==> src/hw/rtl/rpn_stack_evaluator_unit_macros.svh <==
// Assertion helpers for the evaluator's top-level RTL file.
// Every macro expects clk_i and rst_ni in the scope where it is used.
`ifndef RPN_STACK_EVALUATOR_UNIT_MACROS_SVH
`define RPN_STACK_EVALUATOR_UNIT_MACROS_SVH

// The consequent must hold in the same cycle as the antecedent.
`define RPN_ASSERT_SAME(lbl, ante, cons) \
  lbl: assert property (@(posedge clk_i) disable iff (!rst_ni) (ante) |-> (cons)) \
    else $error("rpn check failed");

// The consequent must hold in the cycle after the antecedent.
`define RPN_ASSERT_NEXT(lbl, ante, cons) \
  lbl: assert property (@(posedge clk_i) disable iff (!rst_ni) (ante) |=> (cons)) \
    else $error("rpn check failed");

`endif

==> src/hw/rtl/rpn_ram.sv <==
module rpn_ram #(
  parameter int unsigned WIDTH = 32,
  parameter int unsigned DEPTH = 128,
  localparam int unsigned AW = (DEPTH > 1) ? $clog2(DEPTH) : 1
) (
  input  logic             clk_i,
  input  logic             we_i,
  input  logic [AW-1:0]    waddr_i,
  input  logic [WIDTH-1:0] wdata_i,
  input  logic [AW-1:0]    raddr_i,
  output logic [WIDTH-1:0] rdata_o
);

  logic [WIDTH-1:0] mem_q [DEPTH];
  logic [WIDTH-1:0] rdata_q;

  always_ff @(posedge clk_i) begin
    if (we_i) begin
      mem_q[waddr_i] <= wdata_i;
    end
    rdata_q <= mem_q[raddr_i];
  end

  assign rdata_o = rdata_q;

endmodule

==> config.mk <==
export PLATFORM = sky130hd
export DESIGN_NAME = rpn_ram
export DESIGN_NICKNAME = d
export VERILOG_FILES = /design/src/hw/rtl/rpn_stack_evaluator_unit_macros.svh /design/src/hw/rtl/rpn_ram.sv
export SDC_FILE = /design/constraint.sdc
export NUM_CORES = 2
export LEC_CHECK = 0
export ABC_CLOCK_PERIOD_IN_PS = 7100
export BUFFER_PORTS_ARGS = -buffer_cell sky130_fd_sc_hd__buf_2
export CAP_MARGIN = 10
export CORE_MARGIN = 4
export CORE_UTILIZATION = 40
export CTS_CLUSTER_SIZE = 40
export DETAILED_ROUTE_END_ITERATION = 6
export PLACE_DENSITY = 0.52
export SYNTH_ARGS = -nofsm -noshare
export SYNTH_HDL_FRONTEND = slang
export SYNTH_SLANG_ARGS = --single-unit
export TNS_END_PERCENT = 10
==> constraint.sdc <==
create_clock -name clk_i -period 7.1 [get_ports clk_i]
set_input_delay 1.42 -clock clk_i [delete_from_list [all_inputs] [get_ports clk_i]]
set_output_delay 1.42 -clock clk_i [all_outputs]
set_load 0.05 [all_outputs]
==> flow_metrics.env <==
export IMPL_maxSlewViolCount=0
export IMPL_postCtsSetupBuffers=0
export IMPL_tightest_slew_ns=1.21
export IMPL_fin_cells=12100
export IMPL_cap_violations=0
export IMPL_row_count=229
export IMPL_sw_frac_of_total_pct=21.9
export IMPL_p_per_area_mw_per_mm2=287
export IMPL_dieArea_mm2=0.401
export IMPL_area_growth_pct=14.6
export IMPL_pwr_share_clk_pct=41.9
export IMPL_first_iter_violations=8898
export IMPL_worst_ep_arrival_time_ns=4.91
export IMPL_avgRoutedWirePerCell_um=37.7
export IMPL_core_area_mm2=0.389
export IMPL_synthDistinctLibCells=17
export IMPL_gr_total_overflow=0
export IMPL_cpPeakStageDelay_ns=1.05
export IMPL_hold_viol=0
export IMPL_grt_pass1_vias=71700
export IMPL_seqPwrFrac_pct=52.6
export IMPL_synth_edf_count=4096
export IMPL_nFillCells=32100
export IMPL_seq_area_frac_synth_pct=79.1
export IMPL_postRouteAntennaNets=0
export IMPL_slowest_stage="nor2_4"
export IMPL_cts_hold_buf=0
export IMPL_gp_congestion=0.777
export IMPL_num_nets_final=6492
export IMPL_pwr_share_comb_pct=5.5
export IMPL_synth_avg_cell_area_um2=26.1
export IMPL_period_share_pct=60.7
export IMPL_rsz0062_at_grt="false"
export IMPL_hp_class="primary input to register"
export IMPL_die_w_um=633
export IMPL_syn_nets=6038
export IMPL_clockBufferDepth=4
export IMPL_routed_wl_um=455000
export IMPL_yosys_register_bits=4128
export IMPL_grt_pass1_wl_um=619000
export IMPL_cts_resized=0
export IMPL_fin_worst_skew_ns=0.0411
export IMPL_status="finished, final reports clean"
export IMPL_max_clock_freq_ghz=0.232
export IMPL_cts_root_buf="clkbuf_16"
export IMPL_clkSinkCount=4128
export IMPL_die_y_um=633
export IMPL_required_ns=7.70
export IMPL_h_tree_depth=5
export IMPL_vias_per_cell=5.88
export IMPL_synth_warnings=0
export IMPL_cpLargestDelayFamily="simple AND/OR/NAND/NOR gates"
export IMPL_power_leakage_nw=54.5
export IMPL_io_buffer_count=79
export IMPL_place_inst=11200
export IMPL_crit_fanout=17
export IMPL_ys_flop_type="edfxtp_1"
export IMPL_start_util_pct=40.2
export IMPL_p_int_mw=40.2
export IMPL_startpoint_type="primary input"
export IMPL_setup_viol=0
export IMPL_antenna_found_initial=79
export IMPL_drive_gt1_share_pct=36.2
export IMPL_hpwl_um=264000
export IMPL_peakVddDrop_mv=0.229
export IMPL_cts_tree="done"
export IMPL_tns_ns=0
export IMPL_min_period_ns=4.31
export IMPL_cp_end_kind="register"
export IMPL_first_pass_iters=7
export IMPL_drc_errors=0
export IMPL_switchingPower_mw=11.3
export IMPL_grt_max_degree=97
export IMPL_synthesis_area_mm2=0.156
export IMPL_path_buf_inv=2
export IMPL_track_usage_pct=22.6
export IMPL_cts_buffers=418
export IMPL_crit_type="primary input to register"
export IMPL_path_cells="buf_2 > nor2b_1 > nand3_1 > nor2_4 > buf_4"
export IMPL_async_reset_ff_share_pct=0
export IMPL_slew_headroom_pct=19.3
export IMPL_ios=80
export IMPL_insertion_delay_ns=0.97
export IMPL_vias=71000
export IMPL_synthCells=5990
export IMPL_path_clk_slew_ns=0.06
-- logic make-up (layout without fill, tap and decap cells) --
group         Yosys count  in the layout  share of synthesized area [%]
flops                4128           4128                           79.1
simple gates          170            170                          0.446
other cells             0             73                              0
buf+inv               316           1130                          0.839
mux                  1376           1376                           19.6
-- per-stage QoR --
| stage | instance area [µm²] | power [mW] | worst slack, ns | utilization [%] | hold slack (ns) |
|---|---|---|---|---|---|
| after floorplan | 156000 | 28.9 | 2.44 | - | 1.07 |
| after global placement | 166000 | 30.4 | 1.82 | 42.5 | 1.13 |
| after detailed placement | 166000 | 30.5 | 1.90 | 42.5 | 1.14 |
| after CTS | 179000 | 51.9 | 2.92 | 46.0 | 0.868 |
| after global routing | 179000 | 53.0 | 2.80 | 46.0 | 0.912 |
| final | 179000 | 51.4 | 2.79 | 46.0 | 0.953 |
-- worst paths after layout --
kind | start | end | slack (ns) | depth (start not counted)
max | waddr_i[5] | mem_q[60][5] | 2.79 | 5
min reg2reg | mem_q[71][19] | rdata_o[19] | 1.15 | 4
max reg2reg | mem_q[8][30] | rdata_o[30] | 4.36 | 4
min | wdata_i[13] | mem_q[108][13] | 0.95 | 1
-- synthesized netlist by cell type (3+ instances only) --
| master | n | share of area (%) |
|---|---|---|
| buf_2 | 79 | 0.25 |
| nor3_1 | 9 | 0.029 |
| nand2_1 | 14 | 0.034 |
| buf_4 | 3 | 0.014 |
| mux2_2 | 32 | 0.23 |
| buf_1 | 50 | 0.12 |
| edfxtp_1 | 4096 | 79 |
| dfxtp_1 | 32 | 0.41 |
| nand3_1 | 12 | 0.038 |
| clkbuf_1 | 182 | 0.44 |
| mux4_2 | 1344 | 19 |
| nor2_1 | 122 | 0.29 |
| nor2b_1 | 7 | 0.028 |
| nand4_1 | 3 | 0.012 |
-- placed cells by master, fill, tap and decap left out, drive strengths merged --
master / n
nor2: 122
clkinvlp: 7
bufinv: 28
diode: 73
or3: 1
nor2b: 7
dfxtp: 32
nor3: 9
inv: 9
mux2: 32
clkbuf: 539
mux4: 1344
nand2: 14
nand4: 3
nand3: 12
nand2b: 2
edfxtp: 4096
buf: 350
clkinv: 197
-- power by group through the flow --
stage	clock [mW]	sequential (mW)	combinational, mW
after floorplan	0	27.6	1.30
after global placement	0	27.6	2.85
after detailed placement	0	27.6	2.88
after CTS	21.9	27.1	2.89
after global routing	23.0	27.0	2.95
final	21.6	27.1	2.84
-- flip-flops by register name (all words and copies together) (netlist names) --
register and count:
mem_q 4096, rdata_o 32
-- final cells by class --
cell class	instances	area (µm²)	share of cell area [%]
clock buffers	539	11300	6.31
well taps	5197	6500	3.63
repair buffers	350	3070	1.71
flip-flops and latches	4128	124000	69.0
multi-input cells	1546	32300	18.0
clock inverters	241	2090	1.17
diodes	73	183	0.102
-- layer usage --
metal / GRT usage, % / wire length [µm] / part of all wire, % / vias to the layer above
met4: 6.22 / 12600 / 2.8 / 20
met2: 37.4 / 227000 / 50 / 2864
met3: 3.26 / 31400 / 6.9 / 529
met5: 0 / 127 / 0.028 / -
li1: - / - / - / 27500
met1: 31.5 / 183000 / 40 / 40100
(Power assumes the default switching activity.)
