$ cat src/hw/rtl/rpn_stack_evaluator_unit_macros.svh
// Assertion helpers for the evaluator's top-level RTL file.
// Every macro expects clk_i and rst_ni in the scope where it is used.
`ifndef RPN_STACK_EVALUATOR_UNIT_MACROS_SVH
`define RPN_STACK_EVALUATOR_UNIT_MACROS_SVH

// The consequent must hold in the same cycle as the antecedent.
`define RPN_ASSERT_SAME(lbl, ante, cons) \
  lbl: assert property (@(posedge clk_i) disable iff (!rst_ni) (ante) |-> (cons)) \
    else $error("rpn check failed");

// The consequent must hold in the cycle after the antecedent.
`define RPN_ASSERT_NEXT(lbl, ante, cons) \
  lbl: assert property (@(posedge clk_i) disable iff (!rst_ni) (ante) |=> (cons)) \
    else $error("rpn check failed");

`endif

$ cat src/hw/rtl/rpn_pkg.sv
package rpn_pkg;

  localparam int unsigned STACK_DEPTH_DEF = 128;
  localparam int unsigned VALUE_WIDTH_DEF = 32;
  localparam int unsigned FUNC_W          = 4;
  localparam int unsigned STATUS_W        = 4;
  localparam int unsigned DEPTH_W         = 8;
  localparam int unsigned IO_VALUE_W      = 32;

  // Token codes.
  typedef enum logic [FUNC_W-1:0] {
    FN_NUMBER = 4'd0,
    FN_ADD    = 4'd1,
    FN_SUB    = 4'd2,
    FN_MUL    = 4'd3,
    FN_DIV    = 4'd4,
    FN_MOD    = 4'd5,
    FN_EOL    = 4'd6,
    FN_PEEK   = 4'd7,
    FN_DUP    = 4'd8,
    FN_SWAP   = 4'd9,
    FN_CLEAR  = 4'd10
  } func_e;

  // Result status codes.
  typedef enum logic [STATUS_W-1:0] {
    ST_DONE    = 4'd0,
    ST_LINE    = 4'd1,
    ST_PEEK    = 4'd2,
    ST_DUP     = 4'd3,
    ST_SWAP    = 4'd4,
    ST_CLEAR   = 4'd5,
    ST_EMPTY   = 4'd6,
    ST_FULL    = 4'd7,
    ST_ZDIV    = 4'd8,
    ST_UNKNOWN = 4'd9,
    ST_ALREADY = 4'd10
  } status_e;

  typedef enum logic [2:0] {
    ALU_ADD,
    ALU_SUB,
    ALU_MUL,
    ALU_DIV,
    ALU_MOD,
    ALU_PASS
  } alu_op_e;

  typedef enum logic [1:0] {
    TOS_KEEP,
    TOS_NUM,
    TOS_RES,
    TOS_NOS
  } tos_sel_e;

  typedef enum logic [1:0] {
    WD_NUM,
    WD_RES,
    WD_TOS,
    WD_NOS
  } wd_sel_e;

  typedef enum logic [1:0] {
    REP_TOS,
    REP_ZERO,
    REP_RES
  } rep_sel_e;

  // Commands from the sequencer to the datapath.
  typedef struct packed {
    logic     cap_num;
    logic     cap_nos;
    logic     start;
    logic     have_a;
    logic     have_b;
    logic     out_load;
    alu_op_e  alu_op;
    tos_sel_e tos_sel;
    wd_sel_e  wd_sel;
    rep_sel_e rep_sel;
  } dp_cmd_t;

  // Status from the datapath back to the sequencer.
  typedef struct packed {
    logic done;
    logic b_zero;
    logic b_int_zero;
  } dp_stat_t;

endpackage

$ cat src/hw/rtl/rpn_ctrl.sv
module rpn_ctrl import rpn_pkg::*; #(
  parameter int unsigned STACK_DEPTH = STACK_DEPTH_DEF,
  localparam int unsigned SPW = $clog2(STACK_DEPTH + 1),
  localparam int unsigned AW  = (STACK_DEPTH > 1) ? $clog2(STACK_DEPTH) : 1
) (
  input  logic                clk_i,
  input  logic                rst_ni,
  input  logic                in_valid_i,
  output logic                in_ready_o,
  input  logic [FUNC_W-1:0]   in_func_i,
  output logic                out_valid_o,
  input  logic                out_ready_i,
  output logic [STATUS_W-1:0] out_status_o,
  output logic [DEPTH_W-1:0]  out_depth_o,
  output dp_cmd_t             cmd_o,
  input  dp_stat_t            stat_i,
  output logic                ram_we_o,
  output logic [AW-1:0]       ram_addr_o
);

  typedef enum logic [2:0] {
    S_IDLE,
    S_DECODE,
    S_READ,
    S_EXEC,
    S_SWAP2,
    S_WAIT,
    S_FIN,
    S_RESP
  } state_e;

  state_e              state_q, state_d;
  logic [FUNC_W-1:0]   func_q, func_d;
  logic [SPW-1:0]      sp_q, sp_d;
  logic                after_q, after_d;
  logic                line_q, line_d;
  status_e             stat_q, stat_d;
  logic                out_valid_q, out_valid_d;
  logic [STATUS_W-1:0] out_status_q, out_status_d;
  logic [DEPTH_W-1:0]  out_depth_q, out_depth_d;

  logic                sp_ge1, sp_ge2, sp_full, needs_nos;
  logic [SPW+7:0]      sp_ext;
  logic [AW-1:0]       addr_top, addr_next, addr_second;

  assign sp_ge1      = (sp_q != '0);
  assign sp_ge2      = (sp_q > SPW'(1));
  assign sp_full     = (sp_q == SPW'(STACK_DEPTH));
  assign addr_top    = AW'(sp_q - SPW'(1));
  assign addr_next   = AW'(sp_q);
  assign addr_second = AW'(sp_q - SPW'(2));
  assign sp_ext      = (SPW + 8)'(sp_q);

  always_comb begin
    case (func_q)
      FN_ADD, FN_SUB, FN_MUL, FN_DIV, FN_MOD, FN_SWAP: needs_nos = sp_ge2;
      FN_EOL:  needs_nos = sp_ge2 && !after_q;
      default: needs_nos = 1'b0;
    endcase
  end

  always_comb begin
    state_d      = state_q;
    func_d       = func_q;
    sp_d         = sp_q;
    after_d      = after_q;
    line_d       = line_q;
    stat_d       = stat_q;
    out_valid_d  = out_valid_q && !out_ready_i;
    out_status_d = out_status_q;
    out_depth_d  = out_depth_q;
    in_ready_o   = 1'b0;
    ram_we_o     = 1'b0;
    ram_addr_o   = addr_second;
    cmd_o.cap_num  = 1'b0;
    cmd_o.cap_nos  = 1'b0;
    cmd_o.start    = 1'b0;
    cmd_o.have_a   = 1'b0;
    cmd_o.have_b   = 1'b0;
    cmd_o.out_load = 1'b0;
    cmd_o.alu_op   = ALU_PASS;
    cmd_o.tos_sel  = TOS_KEEP;
    cmd_o.wd_sel   = WD_RES;
    cmd_o.rep_sel  = REP_ZERO;

    case (state_q)
      S_IDLE: begin
        in_ready_o = 1'b1;
        if (in_valid_i) begin
          func_d        = in_func_i;
          cmd_o.cap_num = 1'b1;
          state_d       = S_DECODE;
        end
      end
      S_DECODE: begin
        state_d = needs_nos ? S_READ : S_EXEC;
      end
      S_READ: begin
        cmd_o.cap_nos = 1'b1;
        state_d       = S_EXEC;
      end
      S_EXEC: begin
        after_d = 1'b0;
        line_d  = 1'b0;
        state_d = S_RESP;
        case (func_q)
          FN_NUMBER: begin
            if (sp_full) begin
              stat_d = ST_FULL;
            end else begin
              ram_we_o      = 1'b1;
              ram_addr_o    = addr_next;
              cmd_o.wd_sel  = WD_NUM;
              cmd_o.tos_sel = TOS_NUM;
              sp_d          = sp_q + SPW'(1);
              stat_d        = ST_DONE;
            end
          end
          FN_ADD, FN_SUB, FN_MUL: begin
            cmd_o.start  = 1'b1;
            cmd_o.have_a = sp_ge2;
            cmd_o.have_b = sp_ge1;
            cmd_o.alu_op = (func_q == FN_ADD) ? ALU_ADD :
                           (func_q == FN_SUB) ? ALU_SUB : ALU_MUL;
            state_d      = S_WAIT;
          end
          FN_DIV, FN_MOD: begin
            cmd_o.have_b = sp_ge1;
            if ((func_q == FN_DIV) ? stat_i.b_zero : stat_i.b_int_zero) begin
              // The divisor is consumed and the dividend becomes the top.
              stat_d        = ST_ZDIV;
              sp_d          = sp_ge1 ? sp_q - SPW'(1) : '0;
              cmd_o.tos_sel = TOS_NOS;
            end else begin
              cmd_o.start  = 1'b1;
              cmd_o.have_a = sp_ge2;
              cmd_o.alu_op = (func_q == FN_DIV) ? ALU_DIV : ALU_MOD;
              state_d      = S_WAIT;
            end
          end
          FN_EOL: begin
            if (after_q) begin
              stat_d = ST_DONE;
            end else begin
              cmd_o.start  = 1'b1;
              cmd_o.have_b = sp_ge1;
              cmd_o.alu_op = ALU_PASS;
              state_d      = S_WAIT;
            end
          end
          FN_PEEK: begin
            after_d = 1'b1;
            stat_d  = sp_ge1 ? ST_PEEK : ST_EMPTY;
          end
          FN_DUP: begin
            after_d = 1'b1;
            if (!sp_ge1) begin
              stat_d = ST_EMPTY;
            end else if (sp_full) begin
              stat_d = ST_FULL;
            end else begin
              ram_we_o     = 1'b1;
              ram_addr_o   = addr_next;
              cmd_o.wd_sel = WD_TOS;
              sp_d         = sp_q + SPW'(1);
              stat_d       = ST_DUP;
            end
          end
          FN_SWAP: begin
            after_d = 1'b1;
            if (sp_ge2) begin
              ram_we_o     = 1'b1;
              ram_addr_o   = addr_second;
              cmd_o.wd_sel = WD_TOS;
              stat_d       = ST_SWAP;
              state_d      = S_SWAP2;
            end else begin
              stat_d = ST_EMPTY;
            end
          end
          FN_CLEAR: begin
            after_d = 1'b1;
            if (sp_ge1) begin
              sp_d   = '0;
              stat_d = ST_CLEAR;
            end else begin
              stat_d = ST_ALREADY;
            end
          end
          default: begin
            stat_d = ST_UNKNOWN;
          end
        endcase
      end
      S_SWAP2: begin
        ram_we_o      = 1'b1;
        ram_addr_o    = addr_top;
        cmd_o.wd_sel  = WD_NOS;
        cmd_o.tos_sel = TOS_NOS;
        state_d       = S_RESP;
      end
      S_WAIT: begin
        if (stat_i.done) begin
          state_d = S_FIN;
        end
      end
      S_FIN: begin
        state_d = S_RESP;
        if (func_q == FN_EOL) begin
          line_d        = 1'b1;
          stat_d        = sp_ge1 ? ST_LINE : ST_EMPTY;
          sp_d          = sp_ge1 ? sp_q - SPW'(1) : '0;
          cmd_o.tos_sel = TOS_NOS;
        end else begin
          // With two operands, both are popped and one result pushed; else the result is the only entry.
          ram_we_o      = 1'b1;
          ram_addr_o    = sp_ge2 ? addr_second : '0;
          cmd_o.wd_sel  = WD_RES;
          cmd_o.tos_sel = TOS_RES;
          sp_d          = sp_ge2 ? sp_q - SPW'(1) : SPW'(1);
          stat_d        = sp_ge2 ? ST_DONE : ST_EMPTY;
        end
      end
      S_RESP: begin
        if (!out_valid_q || out_ready_i) begin
          out_valid_d    = 1'b1;
          out_status_d   = stat_q;
          out_depth_d    = (sp_ext > (SPW + 8)'(255)) ? 8'hFF : sp_ext[7:0];
          cmd_o.out_load = 1'b1;
          cmd_o.rep_sel  = line_q ? REP_RES : (sp_ge1 ? REP_TOS : REP_ZERO);
          state_d        = S_IDLE;
        end
      end
      default: begin
        state_d = S_IDLE;
      end
    endcase
  end

  always_ff @(posedge clk_i or negedge rst_ni) begin
    if (!rst_ni) begin
      state_q      <= S_IDLE;
      func_q       <= '0;
      sp_q         <= '0;
      after_q      <= 1'b0;
      line_q       <= 1'b0;
      stat_q       <= ST_DONE;
      out_valid_q  <= 1'b0;
      out_status_q <= '0;
      out_depth_q  <= '0;
    end else begin
      state_q      <= state_d;
      func_q       <= func_d;
      sp_q         <= sp_d;
      after_q      <= after_d;
      line_q       <= line_d;
      stat_q       <= stat_d;
      out_valid_q  <= out_valid_d;
      out_status_q <= out_status_d;
      out_depth_q  <= out_depth_d;
    end
  end

  assign out_valid_o  = out_valid_q;
  assign out_status_o = out_status_q;
  assign out_depth_o  = out_depth_q;

endmodule

$ cat config.mk
export PLATFORM = sky130hd
export DESIGN_NAME = rpn_ctrl
export DESIGN_NICKNAME = d
export VERILOG_FILES = /design/src/hw/rtl/rpn_stack_evaluator_unit_macros.svh /design/src/hw/rtl/rpn_pkg.sv /design/src/hw/rtl/rpn_ctrl.sv
export SDC_FILE = /design/constraint.sdc
export NUM_CORES = 1
export LEC_CHECK = 0
export BUFFER_PORTS_ARGS = -buffer_cell sky130_fd_sc_hd__clkbuf_2
export CORE_MARGIN = 5
export CORE_UTILIZATION = 52
export DETAILED_ROUTE_END_ITERATION = 7
export PLACE_DENSITY = 0.76
export SYNTH_ARGS = -nofsm -noshare
export SYNTH_HDL_FRONTEND = slang
export SYNTH_SLANG_ARGS = --single-unit
$ cat constraint.sdc
create_clock -name clk_i -period 4 [get_ports clk_i]
set_input_delay 0.8 -clock clk_i [delete_from_list [all_inputs] [get_ports clk_i]]
set_output_delay 0.8 -clock clk_i [all_outputs]
set_load 0.01 [all_outputs]
==> key figures, run 1 <==
Outcome
  – Status: complete, no violations

Timing
  – Final min period: 3.61 ns
  – RSZ-0062 raised after global routing: false
  – Clock skew: 0.00575 ns
  – Period Utilization, post-route: 90.3%
  – Hold Fails Final Rpt: 0
  – Least-Margin Pin Slew: 1.12 ns
  – Fmax: 277 MHz
  – Final slew viol count: 0
  – Setup violations, final: 0
  – Slew headroom: 25.2%
  – TNS Setup: 0 ns

Place
  – # placed instances: 427
  – I/O Buffers: 47
  – Gpl congestion: 0.921
  – Post-detail-place hpwl: 5.24 mm

Min path
  – HP Start: out_status_o[0]$_DFFE_PN0P_
  – Hold WC Path Type: reg2reg

Clock network
  – TritonCTS Buffers: 5
  – Root buffer cell: clkbuf_8
  – Clk buf depth: 2
  – CTS tree: built
  – # H-tree levels: 2
  – Hold Buf Count CTS: 0
  – Clock slew at reported path FFs: 0.07 ns
  – Clock Latency Late Sink: 0.29 ns
  – CTS Sinks: 34

Die
  – Die ar.: 0.00680 mm2
  – CORE AREA: 0.00511 mm2
  – Die H: 82.5 um
  – Starting Density: 53.5%
  – Site Rows: 26
  – Io pins: 48
  – Die width: 82.5 um

Global routing
  – Largest net degree at the start of global routing: 35
  – Overall routing resource usage: 22.9%
  – Initial antenna violation count: 0
  – Vias in the first global route: 2475
  – Grt ovf: 0
  – First-pass GRT wire length: 12.0 mm

Synth
  – EDFF count, synth: 0
  – Top cell type's share of synthesized area: 31.2%
  – Post-synthesis cell count: 335
  – Multiplexer share of the synthesized area: 6.92%
  – Synth area leader: dfrtp_1
  – Post-Synthesis Cell Area: 0.00273 mm2
  – Post-synthesis area per instance: 8.15 um2
  – Largest family of logic cells by synthesized area: compound AO/OA/AOI/OAI gates
  – Synth Area in Compound Gates: 27.9%
  – Post-Synth Adder-Cell Area: 3.21%
  – Seq/Total Area, Yosys: 31.2%
  – Library cells used by synthesis: 60
  – Synth area leaders: dfrtp_1 (31%), o21ai_0 (6.2%), mux2_2 (6.2%)
  – Xor-xnor portion of the synthesized cell area: 0.321%
  – Top FF cell, synth: dfrtp_1
  – Ys Warns: 0
  – Synth Area in Simple Gates: 24.2%
  – Post-synth ARST share: 100%
  – FF+latch count, synth: 34
  – Synth Net Count: 353

Worst setup path
  – Worst path max stage delay: 0.58 ns
  – Reg-to-Reg Start: sp_q[1]$_DFFE_PN0P_
  – Delay-heaviest family, CP: compound AO/OA/AOI/OAI gates
  – Worst EP arrival: 2.81 ns
  – CP startpoint: sp_q[1]$_DFFE_PN0P_
  – Crit path buffers/inverters: 2
  – CP required: 3.20 ns
  – Worst Path Max Fanout: 8
  – Worst path slowest cell: a21oi_1
  – Startpoint types: register
  – Crit Path Class: reg2out
  – CP Capture Type: output port
  – Crit-path cells: inv_1, ha_1, nor2_1, nand4b_1, a21oi_1, nor2_1, a211oi_1, a21oi_1, clkbuf_2

Flow run
  – Max_cap viols: 0

Pwr
  – Worst vdd ir: 497 uV
  – Power per cell area: 1010 mW/mm2
  – P_leak: 1.34 nW

Finish
  – N_diodes: 0
  – Layout Cells excl Fill: 433
  – Area growth syn-to-layout: 11.3%
  – Layout Nets: 382
  – Share of cells above drive strength 1: 25.1%
  – Post-layout util: 59.5%

Route
  – Via count: 2708
  – Final WL: 7.30 mm
  – Drt initial violations: 440
  – Antenna-violating nets left: 0
  – Via-to-Cell Ratio: 6.25
  – Routed len/inst: 16.9 um
  – DRC errors left: 0
  – 1st-pass router iterations: 5
## sequential cells by signal, indices dropped and copies added, names as in the netlist
| register | flops |
|---|---|
| after_q | 1 |
| sp_q | 8 |
| stat_q | 4 |
| func_q | 4 |
| state_q | 3 |
| out_depth_o | 8 |
| line_q | 1 |
| out_status_o | 4 |
| out_valid_o | 1 |
## logic make-up after synthesis
family | count (synthesis)
adder cells (fa/ha/maj) | 7
AO/OA/AOI/OAI | 105
multiplexers | 17
XOR/XNOR | 1
flip-flops | 34
buffers and inverters | 39
AND/OR/NAND/NOR | 132
## worst register-to-register path: stages (launching register included)
cell and delay (ns):
dfrtp_1 0.48, inv_1 0.21, ha_1 0.25, inv_1 0.08, or4_1 0.79, a2bb2oi_2 0.26, o311ai_2 0.36, a221oi_1 0.46
a211oi_2 0.11
## Yosys cell counts, types with 4 or more instances
cell type / n
nor3_1: 16
inv_1: 9
nand2_1: 31
o21ai_0: 34
nor2_1: 37
dfrtp_1: 34
a21oi_1: 19
a31oi_1: 4
nand2b_1: 7
and3_1: 4
a221oi_2: 4
nand3_1: 12
ha_1: 7
clkbuf_1: 21
mux2_2: 15
a221oi_1: 4
a211oi_1: 9
## area by class of cell
cell class                 instances  area (um2)
inverter                          10        37.5
timing repair buffer              51         265
sequential                        34         851
clock buffer                       6        82.6
multi-input combinational        262        1710
tap                               70        87.6
fill                             481        2070
## metal layers
layer  track usage, %  vias up  part of all wire (%)
li1                 -     1288                     -
met4             7.81        0                   1.7
met1             32.8     1260                    45
met2             35.1      143                    46
met3             3.58       17                   7.0
met5                0        -                     0
## timing repair
item,in CTS,in global routing
resized for setup,0,1
endpoints found under the setup margin,0,3
buffers inserted,0,0
## metrics by stage
step | hold WS [ns] | worst slack, ns | cell area (um2) | power (mW)
after floorplan | 0.463 | 0.981 | 2730 | 2.24
after global placement | 0.489 | 0.649 | 2950 | 2.75
after detailed placement | 0.495 | 0.567 | 2950 | 2.78
after CTS | 0.511 | 0.250 | 3030 | 3.04
after global routing | 0.521 | 0.110 | 3040 | 3.32
final | 0.504 | 0.388 | 3040 | 3.07
## report_power, final
part           internal, mW  leakage, nW  total, mW  switching, mW
combinational         0.812        0.862       2.09           1.28
sequential            0.487        0.434      0.731          0.244
clock                 0.133       0.0431      0.252          0.120
## placed cells by master (no fill, tap or decap), types with 4 or more instances in the layout
cell type,instances
a221oi_2,4
nand3_1,12
inv_1,9
a21oi_1,19
clkbuf_2,47
nand2_1,31
nor2_1,37
clkbuf_8,6
nor3_1,16
mux2_2,15
dfrtp_1,34
buf_4,4
a211oi_1,9
a221oi_1,4
a31oi_1,4
and3_1,4
ha_1,7
nand2b_1,7
o21ai_0,34
## worst paths after layout
check	end	slack [ns]	cells past startpoint
worst max register to register	sp_q[5]$_DFFE_PN0P_	0.86	8
worst max-delay path	ram_addr_o[4]	0.39	9
worst min register to register	out_status_o[0]$_DFFE_PN0P_	0.50	1
max in group asynchronous	out_depth_o[7]$_DFFE_PN0P_	2.84	1
min in group asynchronous	out_status_o[1]$_DFFE_PN0P_	0.62	1
worst min-delay path	out_status_o[0]$_DFFE_PN0P_	0.50	1
No activity file was read; power rests on OpenSTA's default activity.
==> inputs of run 2 (changes only) <==
--- a/config.mk
+++ b/config.mk
@@ -6,6 +6,7 @@
 export NUM_CORES = 1
 export LEC_CHECK = 0
 export BUFFER_PORTS_ARGS = -buffer_cell sky130_fd_sc_hd__clkbuf_2
+export CORE_ASPECT_RATIO = 1.75
 export CORE_MARGIN = 5
 export CORE_UTILIZATION = 52
 export DETAILED_ROUTE_END_ITERATION = 7
==> constraint.sdc (replaced) <==
create_clock -name clk_i -period 4 [get_ports clk_i]
set_input_delay 0.8 -clock clk_i [delete_from_list [all_inputs] [get_ports clk_i]]
set_output_delay 0.8 -clock clk_i [all_outputs]
set_load 0.005 [all_outputs]
==> run 2 against run 1 <==
  * Hold slack better by 0.0065 ns
  * Fmax is 2.4% higher
  * Critical path depth did not move
  * Total power is 1.4% higher
  * Global-route usage rose by 0.65 points
  * Sequential share of layout area shrank 0.39 points
  * Routed wire length up 6.0%
  * Clock power is 30% higher
  * First-iteration DRC count down 54%
  * Via count up 1.4%
  * Count of clock-buffer cells in the layout fell by 1
==> key figures, run 2 (synthesized netlist as in run 1, its figures left out) <==
Route
  – DRC errors left: 0
  – 1st-pass router iterations: 5
  – Via-to-Cell Ratio: 6.47
  – Routed len/inst: 18.3 um
  – Via count: 2745
  – Antenna-violating nets left: 0
  – Drt initial violations: 201
  – Final WL: 7.74 mm

Flow run
  – Max_cap viols: 0

Global routing
  – Global routing usage on met3: 3.30%
  – Grt peak-use layer: met2
  – First-pass GRT wire length: 12.8 mm
  – Met1 GRT Util: 26.2%
  – M2 GR Usage: 42.6%
  – Vias in the first global route: 2648
  – Largest net degree at the start of global routing: 35
  – Initial antenna violation count: 0
  – Grt ovf: 0
  – Overall routing resource usage: 23.6%

Worst setup path
  – CP Capture Type: output port
  – Crit Path Class: reg2out
  – Worst R2R End: sp_q[3]$_DFFE_PN0P_
  – CP required: 3.20 ns
  – Worst EP arrival: 2.73 ns
  – Worst Path Max Fanout: 8
  – Reg-to-Reg Start: sp_q[1]$_DFFE_PN0P_
  – R2r setup slk: 0.81 ns
  – Worst Reg-to-Reg Cells: 8
  – Startpoint types: register

Pwr
  – P_leak: 1.37 nW
  – Power per cell area: 1010 mW/mm2
  – Worst vdd ir: 542 uV
  – Pwr Total: 3.11 mW

Finish
  – # fillers: 508
  – Most common cell after layout, fill and taps aside: clkbuf_2
  – Area of the multi-input gates: 0.00171 mm2
  – Most frequent cells in the layout: clkbuf_2 (47), nor2_1 (37), o21ai_0 (34), dfrtp_1 (34), nand2_1 (31)
  – Share of cells above drive strength 1: 26.3%
  – Register area: 851 um2
  – Layout Nets: 386
  – Area growth syn-to-layout: 12.8%
  – N_diodes: 0

Die
  – CORE AREA: 0.00517 mm2
  – Die ar.: 0.00686 mm2
  – Die width: 64.8 um
  – Die H: 106 um
  – Io pins: 48
  – Site Rows: 35
  – Starting Density: 52.8%

Timing
  – RSZ-0062 raised after global routing: false
  – Final min period: 3.53 ns
  – Slew headroom: 21.2%
  – Final slew viol count: 0
  – Hold Fails Final Rpt: 0
  – Fmax: 283 MHz
  – Final worst setup slack: 0.471 ns
  – Clock skew: 0.00843 ns
  – Period Utilization, post-route: 88.2%
  – TNS Setup: 0 ns
  – Setup violations, final: 0
  – Least-Margin Pin Slew: 1.18 ns

Clock network
  – TritonCTS Buffers: 5
  – # H-tree levels: 2
  – Setup Buffers After CTS: 0
  – Root buffer cell: clkbuf_8
  – Clock Latency Late Sink: 0.30 ns
  – CTS Sinks: 34
  – CTS tree: built
  – Clk buf depth: 2
  – Clock slew at reported path FFs: 0.08 ns

Min path
  – End point of the worst hold path: out_depth_o[3]$_DFFE_PN0P_
  – HP Start: out_depth_o[3]$_DFFE_PN0P_
  – Hold WC Path Type: reg2reg
  – Worst Hold Depth: 1

Place
  – Post-detail-place hpwl: 5.73 mm
  – Gpl congestion: 0.912
  – Placement Setup Slack: 0.561 ns
  – I/O Buffers: 47

Outcome
  – Status: complete, no violations
[run 2: repair_timing]
item,4_1_cts,5_1_grt
hold buffers,0,0
resized for setup,0,1
endpoints found under the setup margin,0,4
[run 2: stage by stage]
stage | hold WS (ns) | std cells | util (%) | cell area, um2
after floorplan | 0.463 | 335 | - | 2730
after detailed placement | 0.495 | 416 | 57.3 | 2960
after global placement | 0.489 | 416 | 57.3 | 2960
final | 0.510 | 424 | 59.6 | 3080
after CTS | 0.512 | 424 | 59.5 | 3070
after global routing | 0.537 | 424 | 59.6 | 3080
[run 2: final cells by class]
cell class | count | area share [%]
tap | 55 | 2.23
sequential | 34 | 27.6
clock buffer | 5 | 2.23
clock inverter | 3 | 1.46
inverter | 10 | 1.22
timing repair buffer | 55 | 9.59
multi-input combinational | 262 | 55.6
[run 2: worst max-delay path: stages (launching register included)]
cell	delay (ns)
dfrtp_1	0.48
inv_1	0.21
ha_1	0.25
inv_1	0.08
o41ai_2	0.47
nor2_1	0.22
nor4_1	0.38
a211oi_1	0.09
a21oi_1	0.13
clkbuf_2	0.13
[run 2: power breakdown]
part	switching, mW	total [mW]	leakage (nW)	internal (mW)
Sequential	0.202	0.690	0.434	0.487
Combinational	1.27	2.10	0.883	0.830
Clock	0.142	0.328	0.0504	0.185
Total	1.61	3.11	1.37	1.50
[run 2: worst max-delay path by stage]
stage / from / to / slack [ns] / cells past startpoint
detailed placement: sp_q[1]$_DFFE_PN0P_ / ram_addr_o[4] / 0.56 / 9
global placement: sp_q[1]$_DFFE_PN0P_ / ram_addr_o[4] / 0.73 / 9
global route: sp_q[1]$_DFFE_PN0P_ / ram_addr_o[6] / 0.15 / 9
floorplan: sp_q[0]$_DFFE_PN0P_ / ram_addr_o[4] / 1.05 / 9
CTS: sp_q[1]$_DFFE_PN0P_ / ram_addr_o[4] / 0.24 / 9
finish: sp_q[1]$_DFFE_PN0P_ / ram_addr_o[4] / 0.47 / 9
[run 2: metal layers]
layer	wire [um]	vias to the layer above	part of all wire, %
met1	2930	1320	38
met4	244	0	3.2
met2	4190	104	54
met3	374	26	4.8
li1	-	1295	-
met5	0	-	0
==> inputs of run 3 (changes only) <==
--- a/config.mk
+++ b/config.mk
@@ -5,12 +5,13 @@
 export SDC_FILE = /design/constraint.sdc
 export NUM_CORES = 1
 export LEC_CHECK = 0
+export ABC_AREA = 1
 export BUFFER_PORTS_ARGS = -buffer_cell sky130_fd_sc_hd__clkbuf_2
 export CORE_ASPECT_RATIO = 1.75
 export CORE_MARGIN = 5
 export CORE_UTILIZATION = 52
 export DETAILED_ROUTE_END_ITERATION = 7
-export PLACE_DENSITY = 0.76
+export PLACE_DENSITY = 0.77
 export SYNTH_ARGS = -nofsm -noshare
 export SYNTH_HDL_FRONTEND = slang
 export SYNTH_SLANG_ARGS = --single-unit
==> run 3 against run 2 <==
  * Cell count rose by 24%
  * Synthesized cell count up 27%
  * Cell area increased by 3.5%
  * Critical path depth up 2
  * Global-route usage increased by 1.0 points
  * Via count up 6.3%
  * Die area is 2.4% higher
  * Count of clock-buffer cells in the layout increased by 1
==> key figures, run 3 <==
Timing
  – Slew headroom: 39.5%
  – Final slew viol count: 0
  – Setup violations, final: 0
  – Fmax: 317 MHz
  – Final min period: 3.15 ns
  – RSZ-0062 raised after global routing: false
  – Clock skew: 0.0103 ns
  – Least-Margin Pin Slew: 0.908 ns
  – TNS Setup: 0 ns
  – Final worst setup slack: 0.846 ns
  – Hold Fails Final Rpt: 0
  – Period Utilization, post-route: 78.9%

Global routing
  – Vias in the first global route: 2853
  – Largest net degree at the start of global routing: 35
  – Initial antenna violation count: 0
  – Overall routing resource usage: 24.6%
  – Grt ovf: 0
  – First-pass GRT wire length: 13.3 mm

Route
  – Final WL: 8.15 mm
  – 1st-pass router iterations: 4
  – DRC errors left: 0
  – Drt initial violations: 204
  – Via-to-Cell Ratio: 5.54
  – Via count: 2919
  – Antenna-violating nets left: 0
  – Routed len/inst: 15.5 um

Clock network
  – Clk buf depth: 2
  – Clock Latency Late Sink: 0.30 ns
  – Setup Buffers After CTS: 0
  – # H-tree levels: 2
  – Hold Buf Count CTS: 0
  – CTS Sinks: 34
  – TritonCTS Buffers: 5
  – CTS tree: built
  – Root buffer cell: clkbuf_8
  – Cts repair resizes: 0
  – Clock slew at reported path FFs: 0.08 ns

Die
  – Die ar.: 0.00702 mm2
  – Io pins: 48
  – Starting Density: 53.4%
  – Die width: 65.5 um
  – Site Rows: 35
  – Die H: 107 um
  – CORE AREA: 0.00526 mm2

Synth
  – Top FF cell, synth: dfrtp_1
  – Top cell type's share of synthesized area: 30.3%
  – Synth area leaders: dfrtp_1 (30%), nand2_1 (20%), nand3_1 (7.1%)
  – Post-Synthesis Cell Area: 0.00281 mm2
  – FF+latch count, synth: 34
  – Ys Warns: 0
  – Library cells used by synthesis: 34
  – EDFF count, synth: 0
  – Post-synth ARST share: 100%
  – Top-count cell post-synth: nand2_1
  – Seq/Total Area, Yosys: 30.3%
  – Post-synthesis area per instance: 6.59 um2
  – Synth area leader: dfrtp_1
  – Post-synth top cells: nand2_1 (150), nand3_1 (40), dfrtp_1 (34)
  – Post-synthesis cell count: 426
  – Synth Net Count: 444

Finish
  – Most frequent cells in the layout: nand2_1 (150), clkbuf_2 (47), nand3_1 (40)
  – Area growth syn-to-layout: 13.6%
  – # fillers: 512
  – Share of cells above drive strength 1: 23.5%
  – N_diodes: 0
  – Most common cell after layout, fill and taps aside: nand2_1
  – Layout Nets: 489

Worst setup path
  – Worst EP arrival: 2.35 ns
  – Crit path buffers/inverters: 3
  – CP required: 3.20 ns
  – Crit-path cells: inv_1, ha_1, inv_1, nor2_2, nand2_1, nand2_2, nand2_2, o21ai_2, nand3_1, nand2_1, clkbuf_2
  – Delay-heaviest family, CP: simple AND/OR/NAND/NOR gates
  – Crit Path Class: reg2out
  – Worst path max stage delay: 0.43 ns
  – Worst path slowest cell: dfrtp_1
  – CP Capture Type: output port
  – R2r setup slk: 1.95 ns
  – Worst Path Max Fanout: 10
  – Startpoint types: register

Pwr
  – Worst vdd ir: 403 uV
  – Power per cell area: 952 mW/mm2
  – P_leak: 1.72 nW

Place
  – I/O Buffers: 47
  – Placement Setup Slack: 1.21 ns
  – Post-detail-place hpwl: 6.36 mm
  – Gpl congestion: 0.968

Outcome
  – Status: complete, no violations

Flow run
  – Max_cap viols: 0

Min path
  – Hold WC Path Type: reg2reg
run 3: changes by cell type after synthesis, moves of 9 or more:
cell,change
nand3_1,+28
a21oi_1,-11
nand2_2,+10
a211oi_1,-9
mux2_2,-15
nor3_1,-14
clkbuf_1,-21
inv_1,+20
o21ai_0,-9
nand2_1,+119
inv_2,+18
run 3: report_power, final:
group / internal (mW) / switching (mW)
clock network: 0.266 / 0.144
logic: 0.651 / 1.30
registers: 0.496 / 0.182
run 3: layer usage:
layer / up-vias / GRT usage [%] / wire, um
met5: - / 0 / 0
met4: 0 / 16.3 / 523
met3: 34 / 4.30 / 350
met2: 90 / 44.6 / 4260
met1: 1342 / 24.9 / 3020
li1: 1453 / - / -
run 3: worst paths after layout:
| path | startpoint | endpoint | cells after the start |
|---|---|---|---|
| hold reg to reg | out_status_o[1]$_DFFE_PN0P_ | out_status_o[1]$_DFFE_PN0P_ | 2 |
| max in group asynchronous | rst_ni | sp_q[4]$_DFFE_PN0P_ | 1 |
| min in group asynchronous | rst_ni | stat_q[3]$_DFFE_PN0P_ | 1 |
| setup / recovery | sp_q[1]$_DFFE_PN0P_ | ram_addr_o[4] | 11 |
| setup reg to reg | sp_q[1]$_DFFE_PN0P_ | sp_q[4]$_DFFE_PN0P_ | 11 |
| hold / removal | out_status_o[1]$_DFFE_PN0P_ | out_status_o[1]$_DFFE_PN0P_ | 2 |
run 3: kinds of logic after synthesis:
| kind of cell | Yosys count | share of synthesized area, % |
|---|---|---|
| buf+inv | 58 | 8.96 |
| simple gates | 269 | 45.3 |
| xor+xnor | 9 | 2.81 |
| fa+ha+maj | 7 | 3.12 |
| flops | 34 | 30.3 |
| compound gates | 49 | 9.50 |
run 3: through the flow:
stage | util (%) | hold slack (ns) | power [mW] | area, um2 | instances
3_3_place_gp | 58.0 | 0.466 | 2.59 | 3050 | 519
3_5_place_dp | 58.0 | 0.472 | 2.61 | 3050 | 519
2_1_floorplan | - | 0.476 | 2.06 | 2810 | 426
4_1_cts | 60.7 | 0.490 | 3.03 | 3190 | 527
5_1_grt | 60.7 | 0.518 | 3.31 | 3190 | 527
6_report | 60.7 | 0.486 | 3.03 | 3190 | 527
run 3: cell type report:
type	count	area, um2	share of cell area [%]
clock buffers	6	82.6	2.59
inverters	49	186	5.85
clock inverters	2	60.1	1.88
flip-flops and latches	34	851	26.7
well taps	55	68.8	2.16
repair buffers	47	235	7.38
multi-input cells	334	1700	53.5
run 3: tightest hold or removal path, delay by kind of cell, from the launching register on:
kind             cells  cell delay [ns]
flip-flops           1             0.35
AO/OA/AOI/OAI        1             0.06
AND/OR/NAND/NOR      1             0.05
